**src/y422_pkg.sv**
```systemverilog
// Package: shared types, constants and register indexes for the 4:2:0 to packed 4:2:2 converter.
`timescale 1ns / 1ps
package y422_pkg;

    localparam int MAX_PAIRS_DEF = 1024;
    localparam int MAX_ROWS_DEF  = 4096;
    localparam int QUEUE_DEPTH   = 4;

    localparam int BYTE_W   = 8;
    localparam int PAIR_W   = 10;
    localparam int ROW_W    = 12;
    localparam int PPR_W    = 11;
    localparam int RCNT_W   = 13;
    localparam int CFG_W    = 13;
    localparam int CFG_IDX_W = 2;
    localparam int IN_TDATA_W  = 32;
    localparam int OUT_TDATA_W = 56;
    localparam int CHROMA_W = 2 * BYTE_W;

    typedef enum logic [CFG_IDX_W-1:0] {
        CFG_PACKING_MODE  = 2'd0,
        CFG_PAIRS_PER_ROW = 2'd1,
        CFG_ROW_COUNT     = 2'd2,
        CFG_FLIP_ROWS     = 2'd3
    } t_cfg_idx;

    localparam logic PACK_YUYV = 1'b0;
    localparam logic PACK_UYVY = 1'b1;

    typedef struct packed {
        logic [PPR_W-1:0]  pairs_per_row;
        logic [RCNT_W-1:0] row_count;
        logic              flip_rows;
    } t_geom;

    typedef struct packed {
        logic [BYTE_W-1:0] y0;
        logic [BYTE_W-1:0] y1;
        logic [BYTE_W-1:0] u;
        logic [BYTE_W-1:0] v;
        logic [ROW_W-1:0]  orow;
        logic [PAIR_W-1:0] col;
        logic              fend;
    } t_item;

endpackage

```
**src/y422_back.sv**
```systemverilog
// Back end: byte packing and output register.
`timescale 1ns / 1ps
module y422_back (
    input  logic                               i_clk,
    input  logic                               i_rst_n,
    input  logic                               i_mode,
    input  logic                               i_q_valid,
    input  y422_pkg::t_item                    i_item,
    output logic                               o_pop,
    output logic                               o_m_tvalid,
    input  logic                               i_m_tready,
    output logic [y422_pkg::OUT_TDATA_W-1:0]   o_m_tdata,
    output logic                               o_m_tlast
);
    import y422_pkg::*;

    logic                   r_valid;
    logic [OUT_TDATA_W-1:0] r_data;
    logic                   r_last;
    logic [31:0]            word;

    always_comb begin
        if (i_mode == PACK_UYVY) begin
            word = {i_item.y1, i_item.v, i_item.y0, i_item.u};
        end else begin
            word = {i_item.v, i_item.y1, i_item.u, i_item.y0};
        end
    end

    assign o_pop = i_q_valid && (!r_valid || i_m_tready);

    always_ff @(posedge i_clk) begin
        if (!i_rst_n) begin
            r_valid <= 1'b0;
        end else if (o_pop) begin
            r_valid <= 1'b1;
        end else if (i_m_tready) begin
            r_valid <= 1'b0;
        end
    end

    always_ff @(posedge i_clk) begin
        if (o_pop) begin
            r_data <= {2'b0, i_item.col, i_item.orow, word};
            r_last <= i_item.fend;
        end
    end

    assign o_m_tvalid = r_valid;
    assign o_m_tdata  = r_data;
    assign o_m_tlast  = r_last;
endmodule

```
**config.mk**
```make
export PLATFORM = sky130hd
export DESIGN_NAME = y422_back
export DESIGN_NICKNAME = d
export VERILOG_FILES = /design/src/y422_pkg.sv /design/src/y422_back.sv
export SDC_FILE = /design/constraint.sdc
export NUM_CORES = 1
export LEC_CHECK = 0
export BUFFER_PORTS_ARGS = -buffer_cell sky130_fd_sc_hd__buf_2
export CAP_MARGIN = 10
export CORE_UTILIZATION = 37
export CTS_CLUSTER_DIAMETER = 200
export DETAILED_ROUTE_END_ITERATION = 8
export GPL_ROUTABILITY_DRIVEN = 0
export PLACE_DENSITY = 0.73
export SETUP_SLACK_MARGIN = 0.5
export SYNTH_ARGS = -nofsm -noshare
export SYNTH_HDL_FRONTEND = slang
export SYNTH_SLANG_ARGS = --single-unit
```
**constraint.sdc**
```tcl
create_clock -name i_clk -period 9.2 [get_ports i_clk]
set_input_delay 0.46 -clock i_clk [delete_from_list [all_inputs] [get_ports i_clk]]
set_output_delay 0.46 -clock i_clk [all_outputs]
set_load 0.02 [all_outputs]
```
Yosys cells after proc, flatten, opt, wreduce, memory -nomap -nowiden
Index checks and enable logic that the tools add are counted.
Widths: inputs -> output; s select.
{"block": "word_totals", "ff_bits": 56, "input_bits": 60, "out_inout_bits": 59, "word_cells": 10}
{"block": "classes", "muxes": 3, "n_reduce_logical": 4}
{"op": "$mux 32", "count": 1}
{"op": "$mux 1", "count": 2}
{"op": "$reduce_bool 2->1", "count": 1}
{"op": "$logic_and 1x1->1", "count": 1}
{"op": "$logic_not 1->1", "count": 1}
{"op": "$logic_or 1x1->1", "count": 1}

Logic depth before layout (Yosys ltp)
{"block": "depth", "ltp_word": 4, "ltp_mapped": 3, "ltp_nobuf": 2}

Least setup slack after synthesis
No wires, ideal clock.
{"block": "synth_path", "path_type": "reg-to-reg", "start": "reg r_valid (netlist: o_m_tvalid)", "end": "reg r_data[0] (netlist: o_m_tdata[0]) (enable)", "setup_time_ns": 0.487, "arrival_ns": 3.229, "required_time_ns": 8.713, "path_slack_ns": 5.484, "stages_incl_launch_ff": 3, "n_path_buf": 0, "period_less_slack_ns": 3.716, "cell_sequence": "dfxtp_1 > nor2b_1 > nor2b_1"}
{"block": "synth_between", "elab_chain_len": 3}
{"item": "from (decl)", "line": "y422_back.sv:17", "rtl": "logic r_valid;"}
{"item": "from (signal assigned)", "line": "y422_back.sv:34", "rtl": "r_valid <= 1'b0;"}
{"item": "from (signal assigned)", "line": "y422_back.sv:36", "rtl": "r_valid <= 1'b1;"}
{"item": "from (signal assigned)", "line": "y422_back.sv:38", "rtl": "r_valid <= 1'b0;"}
{"item": "$logic_not 1->1", "line": "y422_back.sv:30", "rtl": "assign o_pop = i_q_valid && (!r_valid || i_m_tready);"}
{"item": "$logic_or 1x1->1", "line": "y422_back.sv:30"}
{"item": "$logic_and 1x1->1", "line": "y422_back.sv:30"}
{"item": "named net o_pop", "line": "y422_back.sv:9", "rtl": "output logic o_pop,"}
{"item": "to (signal assigned)", "line": "y422_back.sv:44", "rtl": "r_data <= {2'b0, i_item.col, i_item.orow, word};"}
{"item": "to (decl)", "line": "y422_back.sv:18", "rtl": "logic [OUT_TDATA_W-1:0] r_data;"}
The timed path passes the listed nets, and every way through them passes these cells.
A chain may end at the register's enable or synchronous reset.

Final worst setup path
{"block": "layout_path", "start": "reg r_valid (netlist: o_m_tvalid)", "end": "out o_pop"}
{"block": "layout_between", "elab_chain_len": 3}
{"item": "$logic_not 1->1", "line": "y422_back.sv:30"}
{"item": "$logic_or 1x1->1", "line": "y422_back.sv:30"}
{"item": "$logic_and 1x1->1", "line": "y422_back.sv:30"}
{"item": "to (decl)", "line": "y422_back.sv:9"}
Every way passes these cells.

==> flow_summary.toml <==
[floorplan]
die_area_um2 = 6410
fp.dieH_um = 80.06
coreArea_um2 = 5886
initial_core_util = 0.3831
ioPinCount = 119
die_w_um = 80.06
rows = 28

[clock_tree]
cts_root_buf = "clkbuf_8"
numCtsBuffers = 5
clkLatencyLatePin_ns = 0.30
numClockSinks = 56
htreeDepth = 2
cts_buffer_depth = 2
cts_tree = "yes"
cts_hold_buf = 0
cts.repair.resized = 0
path_clk_slew_ns = 0.09
post_cts_buffers = 0

[place]
placed_area_um2 = 2861
numPortBuffers = 116
dp.cells = 285

[pwr]
p_leak_nw = 1.341
powerDensity_nw_per_um2 = 188.9
vdd_drop_max_v = 0.00007147

[worst_setup_path]
worstPathCellList = "nor2b_1 -> nor2b_4 -> buf_4 -> buf_2"
crit_arrival_ns = 1.72
critPathKind = "reg -> out"
required_ns = 8.74
path_delay_family = "buffers and inverters"
cp_max_fo = 56
crit_path_end_kind = "output port"
worst-path-buf-inv = 2
crit_path_top_delay_cell = "buf_4"
cp-start-kind = "register"
cpPeakStageDelay_ns = 0.55

[synth]
synth_top_area_share = 0.7325
ys_ff_latch = 56
yosysWarnings = 0
syn_area_um2 = 2255
synth_top_area_cell = "edfxtp_1"
seq_area_frac_synth = 0.7414
postSynthCellCount = 98
ys_top_cells_by_area = "edfxtp_1, mux2_4, buf_12"
avgSynthCellArea_um2 = 23.01
synth_cell_type_count = 10

[drt]
drt_drc_violations_left = 0
drtPass1Iterations = 4
drt_iter0_markers = 92
routed-via-count = 1296
routed_wl_um = 3957
wl_per_cell_um = 13.51
drtAntennaViolNets = 0
vias_per_cell = 4.423

[grt]
grt_pass1_wl_um = 5602
grt_pass1_vias = 1119
gr-usage-all-layers = 0.1215
antenna_found_initial = 0
grt_max_degree = 57
grt_overflow_total = 0

[sta]
hold_viol = 0
fin_crit_ns = 2.181
rsz0062_at_grt = "false"
clock.fmax_mhz = 458.5
fin_skew_ns = 0.004351
worstMarginPinSlew_ns = 0.9639
maxSlewHeadroom = 0.3574
drv_slew = 0
fin_tns_setup_ns = 0
period_share = 0.2371
setup_viol = 0

[min_path]
hold_path.class = "in -> reg"

[finish]
final_util = 0.5087
fin_nets = 277
drive_gt1_frac = 0.7202
final_cells = 293
fin_area_um2 = 2994
fill_cells = 496
area_delta_synth_final_pct = 32.80
diodes = 0

[run]
maxCapViolations = 0

[status]
status = "completed"
## cell usage in the layout (no fill, tap or decap), types with 2 or more instances in the layout
cell / count
buf_2: 116
mux2_4: 30
conb_1: 2
edfxtp_1: 55
clkbuf_8: 5
bufinv_16: 2
mux2_2: 2
## logic make-up after synthesis
| family | synth area share |
|---|---|
| AOI/OAI and AO/OA | 0.003331 |
| buffers and inverters | 0.03829 |
| DFF | 0.7414 |
| muxes | 0.2098 |
| other | 0.001663 |
| and+or+nand+nor | 0.005549 |
## registers in the layout, summed over array words and instances (netlist names)
name and flops:
o_m_tdata 54, o_m_tlast 1, o_m_tvalid 1
## Yosys cell counts (all sizes together)
cell and count:
buf 6, conb 1, dfxtp 1, edfxtp 55, mux2 32, nor2b 2, o21a 1
## worst reg2reg max path, stage by stage, from the launching register on
cell and delay, ns:
dfxtp_1 0.31, nor2b_1 0.15, nor2b_4 0.10, buf_4 0.55
## stage by stage
stage | setup slack, ns | power (mW) | hold WS [ns]
2_1_floorplan | 5.484 | 0.3635 | 0.5589
3_3_place_gp | 7.209 | 0.3898 | 0.6382
3_5_place_dp | 7.168 | 0.3923 | 0.6384
4_1_cts | 6.985 | 0.5752 | 0.3163
5_1_grt | 6.890 | 0.5889 | 0.3070
6_report | 7.019 | 0.5657 | 0.3300
## worst paths after layout
path	from	endpoint	slack [ns]	cells after the start
worst max-delay path	o_m_tvalid	o_pop	7.02	4
worst min-delay path	i_item[14]	o_m_tdata[35]	0.33	1
worst max register to register	o_m_tvalid	o_m_tdata[1]	7.69	3
worst min register to register	o_m_tvalid	o_m_tvalid	0.67	2
## per-layer routing
metal	up-vias	routed length, µm	global-route usage
met1	592	1556	0.1418
met3	8	469	0.04886
met4	0	87	0.06071
met2	83	1843	0.1932
li1	613	-	-
met5	-	0	0
## cell type report
cell class | instances | area (µm²) | share of cell area
tap | 75 | 93.84 | 0.03134
sequential | 56 | 1672 | 0.5583
timing repair buffer | 117 | 588.1 | 0.1964
clock inverter | 2 | 60.06 | 0.02006
multi-input combinational | 37 | 508.0 | 0.1697
clock buffer | 6 | 72.57 | 0.02424
## power by group
part / internal (mW) / switching, mW / total [mW]
logic: 0.0365 / 0.0440 / 0.0805
registers: 0.300 / 0.00393 / 0.304
clock network: 0.109 / 0.0721 / 0.181
No activity file was read; power rests on OpenSTA's default activity.
