## src/y422_pkg.sv

```systemverilog
// Package: shared types, constants and register indexes for the 4:2:0 to packed 4:2:2 converter.
`timescale 1ns / 1ps
package y422_pkg;

    localparam int MAX_PAIRS_DEF = 1024;
    localparam int MAX_ROWS_DEF  = 4096;
    localparam int QUEUE_DEPTH   = 4;

    localparam int BYTE_W   = 8;
    localparam int PAIR_W   = 10;
    localparam int ROW_W    = 12;
    localparam int PPR_W    = 11;
    localparam int RCNT_W   = 13;
    localparam int CFG_W    = 13;
    localparam int CFG_IDX_W = 2;
    localparam int IN_TDATA_W  = 32;
    localparam int OUT_TDATA_W = 56;
    localparam int CHROMA_W = 2 * BYTE_W;

    typedef enum logic [CFG_IDX_W-1:0] {
        CFG_PACKING_MODE  = 2'd0,
        CFG_PAIRS_PER_ROW = 2'd1,
        CFG_ROW_COUNT     = 2'd2,
        CFG_FLIP_ROWS     = 2'd3
    } t_cfg_idx;

    localparam logic PACK_YUYV = 1'b0;
    localparam logic PACK_UYVY = 1'b1;

    typedef struct packed {
        logic [PPR_W-1:0]  pairs_per_row;
        logic [RCNT_W-1:0] row_count;
        logic              flip_rows;
    } t_geom;

    typedef struct packed {
        logic [BYTE_W-1:0] y0;
        logic [BYTE_W-1:0] y1;
        logic [BYTE_W-1:0] u;
        logic [BYTE_W-1:0] v;
        logic [ROW_W-1:0]  orow;
        logic [PAIR_W-1:0] col;
        logic              fend;
    } t_item;

endpackage

```

## src/y422_queue.sv

```systemverilog
// Short request queue between front end and packer.
`timescale 1ns / 1ps
module y422_queue #(
    parameter int DEPTH = y422_pkg::QUEUE_DEPTH,
    localparam int PW = (DEPTH > 1) ? $clog2(DEPTH) : 1,
    localparam int CW = $clog2(DEPTH + 1)
) (
    input  logic            i_clk,
    input  logic            i_rst_n,
    input  logic            i_push,
    input  y422_pkg::t_item i_item,
    output logic            o_ready,
    input  logic            i_pop,
    output logic            o_valid,
    output y422_pkg::t_item o_item
);
    import y422_pkg::*;

    t_item         r_buf [DEPTH];
    logic [PW-1:0] r_wp, r_rp;
    logic [CW-1:0] r_cnt;

    assign o_ready = r_cnt != CW'(DEPTH);
    assign o_valid = r_cnt != '0;
    assign o_item  = r_buf[r_rp];

    always_ff @(posedge i_clk) begin
        if (i_push) begin
            r_buf[r_wp] <= i_item;
        end
    end

    always_ff @(posedge i_clk) begin
        if (!i_rst_n) begin
            r_wp  <= '0;
            r_rp  <= '0;
            r_cnt <= '0;
        end else begin
            if (i_push) begin
                r_wp <= (r_wp == PW'(DEPTH - 1)) ? '0 : r_wp + 1'b1;
            end
            if (i_pop) begin
                r_rp <= (r_rp == PW'(DEPTH - 1)) ? '0 : r_rp + 1'b1;
            end
            if (i_push && !i_pop) begin
                r_cnt <= r_cnt + 1'b1;
            end else if (i_pop && !i_push) begin
                r_cnt <= r_cnt - 1'b1;
            end
        end
    end

`ifndef SYNTH
    a_no_overflow: assert property (@(posedge i_clk) disable iff (!i_rst_n)
        !(i_push && !o_ready))
        else $error("push into full queue");
    a_no_underflow: assert property (@(posedge i_clk) disable iff (!i_rst_n)
        !(i_pop && !o_valid))
        else $error("pop from empty queue");
    a_cnt_bound: assert property (@(posedge i_clk) disable iff (!i_rst_n)
        r_cnt <= CW'(DEPTH))
        else $error("queue count out of range");
`endif
endmodule

```

## config.mk

```make
export PLATFORM = sky130hd
export DESIGN_NAME = y422_queue
export DESIGN_NICKNAME = d
export VERILOG_FILES = /design/src/y422_pkg.sv /design/src/y422_queue.sv
export SDC_FILE = /design/constraint.sdc
export NUM_CORES = 1
export LEC_CHECK = 0
export BUFFER_PORTS_ARGS = -buffer_cell sky130_fd_sc_hd__buf_2
export CORE_ASPECT_RATIO = 0.9
export CORE_MARGIN = 2
export CORE_UTILIZATION = 55
export DETAILED_ROUTE_END_ITERATION = 12
export GPL_ROUTABILITY_DRIVEN = 1
export GPL_TIMING_DRIVEN = 0
export HOLD_SLACK_MARGIN = 0.05
export PLACE_DENSITY = 0.77
export SETUP_SLACK_MARGIN = 0.3
export SLEW_MARGIN = 20
export SYNTH_ARGS = -nofsm -noshare
export SYNTH_HDL_FRONTEND = slang
export SYNTH_SLANG_ARGS = --single-unit
```

## constraint.sdc

```tcl
create_clock -name i_clk -period 3.67 [get_ports i_clk]
set_clock_uncertainty 0.2 [all_clocks]
set_input_delay 0.5505 -clock i_clk [delete_from_list [all_inputs] [get_ports i_clk]]
set_output_delay 0.5505 -clock i_clk [all_outputs]
set_load 0.005 [all_outputs]
```

### Word-level counts from Yosys, hierarchy flattened

Memories as Yosys holds them, arrays and structs flattened. A register that Yosys moved wholly into a read port is not among the register bits.
Cells that the tools add are included.

| cells by class | value |
|---|---|
| multiply operators | 0 |
| equality and inequality tests | 3 |
| divide/modulo/power cells | 0 |
| bitwise logic cells | 0 |
| order comparisons | 0 |
| muxes and demuxes | 8 |
| shift-type cells | 0 |
| add/sub/neg operators | 4 |
| reductions and logical operators | 6 |

Operators by type and width:

| cell | count |
|---|---|
| 2-to-1 mux 2 bit | 4 |
| 2-to-1 mux 3 bit | 2 |
| adder 2 x 1 -> 2 bit, second input constant | 2 |
| equality test 2 bit, second input constant | 2 |
| adder 3 x 1 -> 3 bit, second input constant | 1 |
| != test 3 bit, second input constant | 1 |
| nonzero test 3 bit | 1 |
| subtractor 3 x 1 -> 3 bit, second input constant | 1 |
| logical AND 1 bit | 2 |
| zero test 1 bit | 2 |
| 2-to-1 mux 1 bit | 2 |
| nonzero test 2 bit | 1 |

| word-level totals | value |
|---|---|
| bits in writable memories | 220 |
| bits in latches | 0 |
| output and inout bits | 57 |
| ROM bits | 0 |
| memories | 1 |
| logic and storage cells | 25 |
| bits in registers | 7 |

Memory list:

| name | depth | width | read ports | clocked after memory_dff | write ports | line | source |
|---|---|---|---|---|---|---|---|
| r_buf | 4 | 55 | 1 | 1 | 1 | y422_queue.sv:19 | `t_item r_buf [DEPTH];` |

### Logic depth before layout (Yosys ltp)

| depth | value |
|---|---|
| depth in word-level cells | 4 |
| depth in mapped cells | 7 |

### Worst setup path after synthesis

No wires, ideal clock.

| timing path | value |
|---|---|
| path kind | input to register |
| start | input port i_push |
| end | memory r_buf[0][0] (netlist name), enable pin |
| stages on the path | 1 |
| arrival | 1,856 ps |
| data required time | 3,052 ps |
| slack | 1,195 ps |
| setup time | 418 ps |
| path through | and2_1 |

| on the way | value |
|---|---|
| cells in the longest elaborated chain, start to end | 2 |

RTL lines:

| element | line | source |
|---|---|---|
| start: declaration | y422_queue.sv:10 | `input logic i_push,` |
| 2-to-1 mux 1 bit | y422_queue.sv:28 | `if (i_push) begin` |
| 2-to-1 mux 1 bit (not written as such) | y422_queue.sv:29 | `r_buf[r_wp] <= i_item;` |
| end: declaration | y422_queue.sv:19 |  |

No other way between the ends.

==> flow_summary.toml <==
[clock_tree]
holdBufCountCts = 0
cts_inserted_buffers = 22
htree_levels = 1
cts_setup_buffers = 0
cts-root-buf = "clkbuf_16"
cts_sinks = 229
cts_resized = 0
ctsLongestPathBuffers = 3
clkTransAtPathRegs_ns = 0.06
clk_latency_ns = 0.49
cts_tree = "built"

[power]
p_leak_nw = 3.44
switchingPower_w = 0.00110
p_seq_share_pct = 54.6
ir_drop_mv = 0.396
power_frac_clock_pct = 36.8
swShare_pct = 19.9
power_density_nw_per_um2 = 552
p_int_w = 0.00444
combPwrFrac_pct = 8.6

[synth]
synth_top_area_share_pct = 78.0
synth-compound-area-share_pct = 0.237
synth-edff-count = 220
avgSynthCellArea_um2 = 25.5
synthAdderAreaFrac_pct = 1.12
postSynthCellCount = 332
syn-num-nets = 398
synth_top_family_by_area = "multiplexers"
synth.distinct_cells = 23
synth_xor_area_share_pct = 0.207
synthTopCellsByArea = "edfxtp_1, mux4_2, dfxtp_1, mux4_1, buf_12"
synth-seq-cells = 229
ys_warn_count = 0
synthMuxAreaShare_pct = 15.3
synth_top_area_cell = "edfxtp_1"
ys_seq_area_share_pct = 80.2
synth_ff_type = "edfxtp_1"
async_reset_ff_share_pct = 0
syn_area_um2 = 8460
synth-simple-area-share_pct = 1.08

[hold_path]
worst_hold_path.endpoint = "r_buf[1][24]"
min_path_type = "in2reg"
hp-start = "i_item[24]"
hold-path-cell-count = 1

[place]
place.gp.congestion = 0.668
hpwl_um = 8660
portBuffers = 115

[drt]
dr_total_vias = 3758
drt_wl_total_um = 13900
drtIter0Drc = 286
drc = 0
routedWlPerCell_um = 20.2
ant_nets = 0
firstDrtPassIters = 4
viasPerCell = 5.45

[final_layout]
fillers = 992
area_delta_synth_final_pct = 18.6
n_antenna_cell = 0
mostFrequentLayoutCells = "edfxtp_1, buf_2, mux4_2, clkbuf_16"
finalNetCount = 541
final_common_cell = "edfxtp_1"
drive_above_1_share_pct = 43.1

[status]
outcome = "finished, final reports clean"

[setup_path]
r2r_slack_ns = 1.83
critPathLaunchType = "flop"
worstPathArrival_ns = 1.89
end_kind = "primary output"
crit_fanout = 10
worstSetupPathType = "reg2out"
rr_worst_depth = 3
required_ns = 2.92
reg2reg_from = "r_wp[0]"
reg2reg_to = "r_buf[3][34]"

[sta]
finalSetupTns_ns = 0
finalCritPeriodShare_pct = 72.0
holdWs_ns = 0.0733
hold_viol = 0
drv_slew = 0
min_period_ns = 2.64
relSlewSlack_pct = 69.8
tightest_slew_ns = 0.453
rsz0062_at_grt = "no"
finalSetupViolCount = 0
clock.fmax_ghz = 0.378

[floorplan]
rows = 43
io_pins = 116
initial_core_util_pct = 55.6
core_um2 = 15200
dieArea_um2 = 16400
die_w_um = 135
die_h_um = 122

[global_route]
grt_usage_pct = 17.4
grt_overflow_total = 0
grt_pass1_vias = 3882
grt_pass1_wl_um = 21300
grt_max_degree = 31
antenna_found_initial = 0

[job]
cap_violations = 0
how the worst max path moves through the flow:
stage               startpoint      endpoint  slack (ns)  depth (start not counted)
global placement        i_push  r_buf[3][27]        0.03                          2
global route              flop    o_item[26]        0.92                          4
CTS                       flop    o_item[26]        0.99                          4
detailed placement       i_pop      r_cnt[2]        1.32                          8
floorplan               i_push   r_buf[0][0]        1.20                          1
finish                    flop    o_item[12]        1.03                          4
critical path, stage by stage (launching register included):
cell	delay (ns)
dfxtp_1	0.31
clkbuf_2	0.24
buf_2	0.33
mux4_2	0.38
buf_2	0.15
synth_stat cells, types with 2 or more instances:
library cell and n:
edfxtp_1 220, mux4_2 50, dfxtp_1 9, ha_1 6, and2_1 5, buf_12 5, buf_2 5, mux4_1 5
nor2b_1 5, inv_1 4, mux2i_1 4, nor2_1 2, or3_1 2
stage by stage:
stage	cell area, µm²	total power (W)	cells	util, %	setup slack, ns
finish	10000	0.00554	689	65.9	1.03
global route	10000	0.00574	689	65.9	0.916
CTS	10000	0.00560	689	65.9	0.987
detailed placement	9380	0.00357	653	61.6	1.32
global placement	9290	0.00354	649	61.0	0.0290
floorplan	8460	0.00334	332	-	1.20
power groups by stage:
| stage | Combinational (W) | Sequential [W] | Clock, W |
|---|---|---|---|
| 3_3_place_gp | 0.000456 | 0.00308 | 0 |
| 5_1_grt | 0.000520 | 0.00303 | 0.00219 |
| 4_1_cts | 0.000488 | 0.00303 | 0.00209 |
| 6_report | 0.000476 | 0.00302 | 0.00204 |
| 3_5_place_dp | 0.000486 | 0.00308 | 0 |
| 2_1_floorplan | 0.000270 | 0.00307 | 0 |
sequential cells by signal, summed over array words and instances, names as in the netlist, named ones only:
name / count
r_wp: 2
r_buf: 220
r_rp: 2
r_cnt: 3
routing by layer:
metal	global-route usage [%]	vias up	routed length, µm
li1	-	1697	-
met1	24.0	1926	5710
met4	4.74	0	329
met3	3.41	22	720
met2	28.8	113	7170
met5	0	-	0
cells by family (layout without fill, tap and decap cells):
logic type,after synthesis,count (layout)
AO/OA/AOI/OAI,3,3
buffers and inverters,16,171
adder cells (fa/ha/maj),7,7
flip-flops,229,229
multiplexers,59,59
AND/OR/NAND/NOR,16,16
XOR/XNOR,2,2
cell type report:
class	instances	area (µm²)	share of cell area (%)
flip-flops and latches	229	6790	67.6
multi-input cells	87	1530	15.3
repair buffers	119	656	6.53
clock buffers	27	591	5.88
well taps	202	253	2.52
plain buffers	12	141	1.41
clock inverters	9	63.8	0.636
inverters	4	15.0	0.150
No activity file was read; power rests on OpenSTA's default activity.
